$ cat config.mk
export PLATFORM = sky130hd
export DESIGN_NAME = gf2_polynomial_divide_core
export DESIGN_NICKNAME = d
export VERILOG_FILES = /design/src/design/gf2pd_pkg.sv /design/src/design/gf2pd_dpath.sv /design/src/design/gf2pd_ctrl.sv /design/src/design/gf2_polynomial_divide_core.sv
export SDC_FILE = /design/constraint.sdc
export NUM_CORES = 1
export LEC_CHECK = 0
export BUFFER_PORTS_ARGS = -buffer_cell sky130_fd_sc_hd__buf_2
export CAP_MARGIN = 20
export CORE_ASPECT_RATIO = 0.9
export CORE_UTILIZATION = 59
export DETAILED_ROUTE_END_ITERATION = 10
export PLACE_DENSITY = 0.86
export SKIP_LAST_GASP = 1
export SLEW_MARGIN = 20
export SYNTH_ARGS = -nofsm -noshare
export SYNTH_HDL_FRONTEND = slang
export SYNTH_HIERARCHICAL = 1
export SYNTH_SLANG_ARGS = --single-unit
$ cat constraint.sdc
create_clock -name clock -period 12.7 [get_ports clock]
set_clock_uncertainty 0.1 [all_clocks]
set_input_delay 3.81 -clock clock [delete_from_list [all_inputs] [get_ports clock]]
set_output_delay 3.81 -clock clock [all_outputs]
set_load 0.02 [all_outputs]
$ cat src/design/gf2pd_pkg.sv
// Shared types for the GF(2) polynomial divider.
package gf2pd_pkg;

   localparam int unsigned WORD_BITS = 64;

   typedef struct packed {
      logic [WORD_BITS-1:0] dividend_poly;
      logic [WORD_BITS-1:0] divisor_poly;
   } req_type;

   typedef struct packed {
      logic [WORD_BITS-1:0] quotient_poly;
      logic [WORD_BITS-1:0] remainder_poly;
      logic                 zero_divisor;
   } rsp_type;

   typedef enum logic [1:0] {
      ST_IDLE,
      ST_NORM,
      ST_DIVIDE,
      ST_DONE
   } state_type;

   typedef struct packed {
      logic load;
      logic norm_shift;
      logic div_step;
   } cmd_type;

   typedef struct packed {
      logic zero_div;
      logic div_msb;
      logic count_zero;
   } status_type;

endpackage

$ cat src/design/gf2pd_dpath.sv
// Datapath of the GF(2) divider: operand registers, normalize shifter, XOR step.
module gf2pd_dpath #(
   parameter int unsigned POLY_BITS = 64
) (
   input  logic                clock,
   input  logic                reset,
   input  gf2pd_pkg::req_type  req_item,
   input  gf2pd_pkg::cmd_type  cmd,
   output gf2pd_pkg::status_type status,
   output gf2pd_pkg::rsp_type  rsp_item
);
   import gf2pd_pkg::*;

   localparam int unsigned CNT_BITS = $clog2(POLY_BITS);

   logic [POLY_BITS-1:0] div_ff, div_in;
   logic [POLY_BITS-1:0] rem_ff, rem_in;
   logic [POLY_BITS-1:0] quot_ff, quot_in;
   logic [POLY_BITS-1:0] mask_ff, mask_in;
   logic [CNT_BITS-1:0]  count_ff, count_in;
   logic                 zero_ff, zero_in;
   logic                 hit;

   // Quotient bit: remainder holds the term that the aligned divisor leads with.
   assign hit = |(rem_ff & mask_ff);

   always_comb begin
      div_in   = div_ff;
      rem_in   = rem_ff;
      quot_in  = quot_ff;
      mask_in  = mask_ff;
      count_in = count_ff;
      zero_in  = zero_ff;
      if (cmd.load) begin
         div_in   = req_item.divisor_poly[POLY_BITS-1:0];
         rem_in   = req_item.dividend_poly[POLY_BITS-1:0];
         quot_in  = '0;
         mask_in  = {1'b1, {(POLY_BITS-1){1'b0}}};
         count_in = '0;
         zero_in  = (req_item.divisor_poly[POLY_BITS-1:0] == '0);
      end else if (cmd.norm_shift) begin
         div_in   = {div_ff[POLY_BITS-2:0], 1'b0};
         count_in = count_ff + 1'b1;
      end else if (cmd.div_step) begin
         if (hit) begin
            rem_in = rem_ff ^ div_ff;
         end
         quot_in  = {quot_ff[POLY_BITS-2:0], hit};
         div_in   = {1'b0, div_ff[POLY_BITS-1:1]};
         mask_in  = {1'b0, mask_ff[POLY_BITS-1:1]};
         count_in = count_ff - 1'b1;
      end
   end

   always_ff @(posedge clock) begin
      if (reset) begin
         count_ff <= '0;
         zero_ff  <= 1'b0;
      end else begin
         count_ff <= count_in;
         zero_ff  <= zero_in;
      end
      div_ff  <= div_in;
      rem_ff  <= rem_in;
      quot_ff <= quot_in;
      mask_ff <= mask_in;
   end

   assign status.zero_div   = zero_ff;
   assign status.div_msb    = div_ff[POLY_BITS-1];
   assign status.count_zero = (count_ff == '0);

   assign rsp_item.quotient_poly  = WORD_BITS'(quot_ff);
   assign rsp_item.remainder_poly = WORD_BITS'(rem_ff);
   assign rsp_item.zero_divisor   = zero_ff;

endmodule

$ cat src/design/gf2pd_ctrl.sv
// Controller state machine of the GF(2) divider.
module gf2pd_ctrl (
   input  logic                  clock,
   input  logic                  reset,
   input  logic                  start,
   input  gf2pd_pkg::status_type status,
   output gf2pd_pkg::cmd_type    cmd,
   output logic                  busy,
   output logic                  rsp_valid
);
   import gf2pd_pkg::*;

   state_type state_ff, state_in;

   always_comb begin
      state_in = state_ff;
      case (state_ff)
         ST_IDLE: begin
            if (start) state_in = ST_NORM;
         end
         ST_NORM: begin
            if (status.zero_div) state_in = ST_DONE;
            else if (status.div_msb) state_in = ST_DIVIDE;
         end
         ST_DIVIDE: begin
            if (status.count_zero) state_in = ST_DONE;
         end
         ST_DONE: begin
            state_in = ST_IDLE;
         end
         default: begin
            state_in = ST_IDLE;
         end
      endcase
   end

   always_comb begin
      cmd       = '0;
      busy      = 1'b1;
      rsp_valid = 1'b0;
      case (state_ff)
         ST_IDLE: begin
            busy     = 1'b0;
            cmd.load = start;
         end
         ST_NORM: begin
            // shift the divisor up until its leading term sits in the top bit
            cmd.norm_shift = !status.zero_div && !status.div_msb;
         end
         ST_DIVIDE: begin
            cmd.div_step = 1'b1;
         end
         ST_DONE: begin
            rsp_valid = 1'b1;
         end
         default: begin
            busy = 1'b1;
         end
      endcase
   end

   always_ff @(posedge clock) begin
      if (reset) begin
         state_ff <= ST_IDLE;
      end else begin
         state_ff <= state_in;
      end
   end

endmodule

$ cat src/design/gf2_polynomial_divide_core.sv
// GF(2) polynomial divider, top level.
// A request is taken when start is high and busy is low; the operands are cut to their
// low POLY_BITS bits. The block first shifts the divisor up one bit per cycle until its
// leading term is in the top bit (k shifts, k = POLY_BITS-1-degree of divisor), then
// runs k+1 long-division steps, one quotient bit per cycle, and finally shows the result
// for one cycle with rsp_valid. A zero divisor goes straight to the result and returns
// quotient 0, the dividend as remainder and zero_divisor set. busy is low only in the
// idle state, in which a request is taken, and high in every later state through
// the strobe cycle. The result is present for that single cycle
// only: the receiver cannot stall it and must take it then.
module gf2_polynomial_divide_core #(
   parameter int unsigned POLY_BITS = 64
) (
   input  logic               clock,
   input  logic               reset,
   input  logic               start,
   output logic               busy,
   input  gf2pd_pkg::req_type req_item,
   output logic               rsp_valid,
   output gf2pd_pkg::rsp_type rsp_item
);
   import gf2pd_pkg::*;

   cmd_type    cmd;
   status_type status;

   gf2pd_ctrl u_ctrl (
      .clock     (clock),
      .reset     (reset),
      .start     (start),
      .status    (status),
      .cmd       (cmd),
      .busy      (busy),
      .rsp_valid (rsp_valid)
   );

   gf2pd_dpath #(
      .POLY_BITS (POLY_BITS)
   ) u_dpath (
      .clock    (clock),
      .reset    (reset),
      .req_item (req_item),
      .cmd      (cmd),
      .status   (status),
      .rsp_item (rsp_item)
   );

endmodule
# Word-level counts from Yosys, hierarchy flattened
# Index checks and enable logic that the tools add are counted.
# classes
bitwise_logic,3
eq_ne,7
n_mux,19
n_reduce_logical,15
n_addsub,2
# ops
op,n
64-bit 2-to-1 mux,7
64-bit AND,1
64-bit zero test,1
64-bit OR reduction,1
64-bit XOR,1
6-bit 2-to-1 mux,2
2-bit 2-to-1 mux,4
2-bit one-hot mux with 4 select lines,1
"6-bit by 1-bit adder with 6-bit output, second input constant",1
6-bit zero test,1
3-bit AND reduction,2
2-bit nonzero test,3
"6-bit by 1-bit subtractor with 6-bit output, second input constant",1
1-bit 2-to-1 mux,5
"2-bit == test, second input constant",2
"2-bit != test, second input constant",2
"3-bit by 1-bit != test with 1-bit output, second input constant",1
3-bit nonzero test,1
"2-bit by 1-bit == test with 1-bit output, second input constant",1
1-bit zero test,2
2-bit zero test,1
"2-bit by 1-bit != test with 1-bit output, second input constant",1
2-bit AND reduction,1
2-bit OR reduction,1
2 further kinds,2
# word_totals
input_bits,131
word_cells,53
output_inout_bits,131
reg_bits,265

# Longest topological paths before layout
# logic_depth
depth_word,6
depth_mapped,14
ltp_nobuf,11

# By module
# Netlist, hierarchy kept.
# by_module_without_submodules
mod,cells_per_inst,area_per_inst_um2,seq_area_each_um2,n_inst
gf2pd_dpath,1217,11621.1,6546.3,1
gf2pd_ctrl,23,217.7,40.0,1

# Least setup slack after synthesis
# OpenSTA, ideal clock, no wires.
# synth_path
path_kind,input-to-reg
start,input port start
end,register u_dpath.rem_ff[0] (enable)
path_stages,6
arrival_time_ns,6.185
setup_time_ns,0.499
setup_slack_ns,5.916
required_ns,12.101
n_path_buf,4
cell_sequence,and2_1 -> buf_4 -> buf_6 -> buf_2 -> buf_2 -> o21bai_1
# synth_between
elab_chain_cells,3
word_cells_on_any_way,5
cone_classes,1 x eq/ne; 1 x mux; 3 x reduce/logical
# synth_rtl
element,line,source
start: declaration,gf2_polynomial_divide_core.sv:16,"input logic start,"
1-bit 2-to-1 mux (*),gf2pd_ctrl.sv:41,case (state_ff)
2-bit by 1-bit != test with 1-bit output (no source line) or 2-bit nonzero test (tied branches),--,
3-bit AND reduction (no source line) (*),--,
end signal: assignment,gf2pd_dpath.sv:64,rem_ff <= rem_in;
end: declaration,gf2pd_dpath.sv:17,"logic [POLY_BITS-1:0] rem_ff, rem_in;"
# Mark *: on every way between the ends. The rest lies on a longest branch, timed or not.
# A chain may end at the register's enable or synchronous reset.

==> reports/metrics.cfg <==
[run_status]
status = completed

[placed_design]
io_buffers = 261
gp_congestion = 0.889
place_ws_ns = 5.79
dp_hpwl_um = 22800
place_area_um2 = 13200

[floorplanning]
die_x_um = 151
row_count = 48
io_pins = 262
coreArea_um2 = 19400
die_area_um2 = 20600
die_y_um = 136
start_util_pct = 61.0

[finish]
areaGrowthSynthToFinish_pct = 19.0
mostFrequentLayoutCell = nand2_1
final_cell_mix = nand2_1 (386), buf_2 (261), dfxtp_1 (137)
drive_gt1_share_pct = 21.7
utilization_pct = 72.6
antennaDiodeCount = 0
final_nets = 1597
final_area_um2 = 14100

[global_routing]
grt_max_degree = 109
overflow = 0
grt_pass1_wl_um = 48900
track_usage_pct = 31.1
grt_pass1_vias = 9107
antenna_found_initial = 0

[timing]
setup_violations = 0
timing.final.ws_setup_ns = 6.25
rsz0062_at_grt = no
tightest_slew_ns = 0.985
slew_headroom_pct = 34.3
finalCritPeriodShare_pct = 50.8
period_needed_ns = 6.45
finalSetupTns_ns = 0
fmax_mhz = 155
report.final.slew_viol_count = 0
final_hold_viol_count = 0

[drt]
vias = 10100
wirelength_um = 32600
postRouteAntennaNets = 0
wl_per_cell_um = 18.9
dr.pass1.iters = 5
drt_iter0_markers = 1177
drc = 0
via_per_inst = 5.86

[clock_network]
cts_tree = yes
clk-insertion-delay-late_ns = 0.53
max-clock-path-buffers = 3
post_cts_buffers = 0
numCtsBuffers = 27
clock-sinks = 265
cts_resized = 0
cts_root_buf = clkbuf_16
holdBufCountCts = 0
clock_tree.htree_level_count = 1
path_clk_slew_ns = 0.06

[worst_setup_path]
worst-path-buf-inv = 3
crit_chain = buf_2 > and2_4 > buf_4 > buf_4 > o21ai_0
crit_required_ns = 12.83
cp_common_cell = buf_4
cp_data_arrival_time_ns = 6.58
cpLargestDelayFamily = buffers and inverters
worstSetupPathType = in2reg
startpoint_type = primary input
slowest_stage = buf_4
critPathCaptureType = flip-flop
cp_max_fo = 108
critPathMaxStageDelay_ns = 0.82

[pwr]
pwr-share-comb_pct = 35.3
power_density_nw_per_um2 = 270
ir_drop_v = 0.000251
clock_power_share_pct = 21.6
p_int_mw = 2.29
power.total_mw = 3.80
p_sw_mw = 1.51
leakagePower_nw = 5.29
p_seq_share_pct = 43.2
swShare_pct = 39.8

[logic_synthesis]
synth_seq_cells = 265
syn_area_per_cell_um2 = 9.55
netlist_instances = 1240
syn-num-nets = 1381
synth.distinct_cells = 42
async_reset_ff_share_pct = 0
ys_seq_area_share_pct = 55.6
synth_edf_count = 128
yosys_warnings = 6
syn-cell-area_um2 = 11800
ys.flop_type = dfxtp_1

[min_path]
hp-class = reg2reg

[run]
maxCapViolCount = 0

[stage by stage]
step,hold WS (ns),instances
4_1_cts,0.359,1726
3_5_place_dp,0.351,1677
6_report,0.355,1726
2_1_floorplan,0.332,1240
3_3_place_gp,0.341,1677
5_1_grt,0.377,1726
[kinds of logic after synthesis]
group / after synthesis / synth area share (%)
multiplexers: 62 / 5.24
adder cells (fa/ha/maj): 10 / 1.12
AND/OR/NAND/NOR: 442 / 15.2
flip-flops: 265 / 55.6
XOR/XNOR: 69 / 5.10
buffers and inverters: 87 / 3.43
AO/OA/AOI/OAI: 305 / 14.3
[registers in the layout (all words and copies together) (netlist names)]
name / cells
u_dpath/div_ff: 64
u_dpath/mask_ff: 64
u_dpath/quot_ff: 64
u_dpath/rem_ff: 64
u_dpath/count_ff: 6
u_ctrl/state_ff: 2
u_dpath/zero_ff: 1
[cell type report]
class                   instances  area, um2
well taps                     250        313
fillers                      1415       5320
clock inverters                12        139
inverters                       5       20.0
clock buffers                  37        783
flip-flops and latches        265       6590
repair buffers                269       1370
multi-input cells             888       4880
[Yosys cell counts (2+ instances only)]
cell type / count / area (um2)
a211oi_1: 3 / 22.5
a21o_1: 3 / 22.5
a21oi_1: 131 / 656
a221oi_1: 16 / 140
a22o_1: 17 / 149
and2_1: 3 / 18.8
buf_1: 6 / 22.5
buf_2: 40 / 200
buf_4: 6 / 45.0
clkbuf_1: 29 / 109
dfxtp_1: 137 / 2740
edfxtp_1: 128 / 3840
ha_1: 9 / 113
inv_1: 5 / 18.8
mux2i_1: 62 / 621
nand2_1: 386 / 1450
nand2b_1: 2 / 12.5
nand3_1: 2 / 10.0
nand4_1: 9 / 56.3
nor2_1: 7 / 26.3
nor2b_1: 2 / 12.5
nor3_1: 6 / 30.0
nor4_1: 17 / 106
o21ai_0: 129 / 646
xnor2_1: 65 / 569
xor2_1: 4 / 35.0
[worst paths after layout]
path,cells after the start,from,end,slack (ns)
setup / recovery,5,start,u_dpath/rem_ff[56],6.25
hold / removal,2,u_dpath/quot_ff[63],u_dpath/quot_ff[63],0.36
setup reg to reg,7,u_ctrl/state_ff[1],u_dpath/rem_ff[63],8.62
hold reg to reg,2,u_dpath/quot_ff[63],u_dpath/quot_ff[63],0.36
[power by group through the flow]
| stage | clock network (mW) | logic [mW] | registers [mW] |
|---|---|---|---|
| after floorplan | 0 | 0.859 | 1.66 |
| after global placement | 0 | 1.27 | 1.63 |
| after detailed placement | 0 | 1.31 | 1.64 |
| after CTS | 0.825 | 1.32 | 1.63 |
| after global routing | 0.857 | 1.46 | 1.66 |
| final | 0.819 | 1.34 | 1.64 |
[tightest hold or removal path: cells and delay by family (launching register included)]
family,cells,cell delay [ns]
flip-flops,1,0.31
AO/OA/AOI/OAI,1,0.05
AND/OR/NAND/NOR,1,0.05
[metal layers]
metal | up-vias | routed length, um | global-route usage [%]
met2 | 595 | 15300 | 49.9
met4 | 0 | 950 | 9.39
met1 | 4701 | 13100 | 43.6
li1 | 4749 | - | -
met5 | - | 0 | 0
met3 | 65 | 3300 | 4.66
Note: power is estimated with default switching activity, not from simulation.
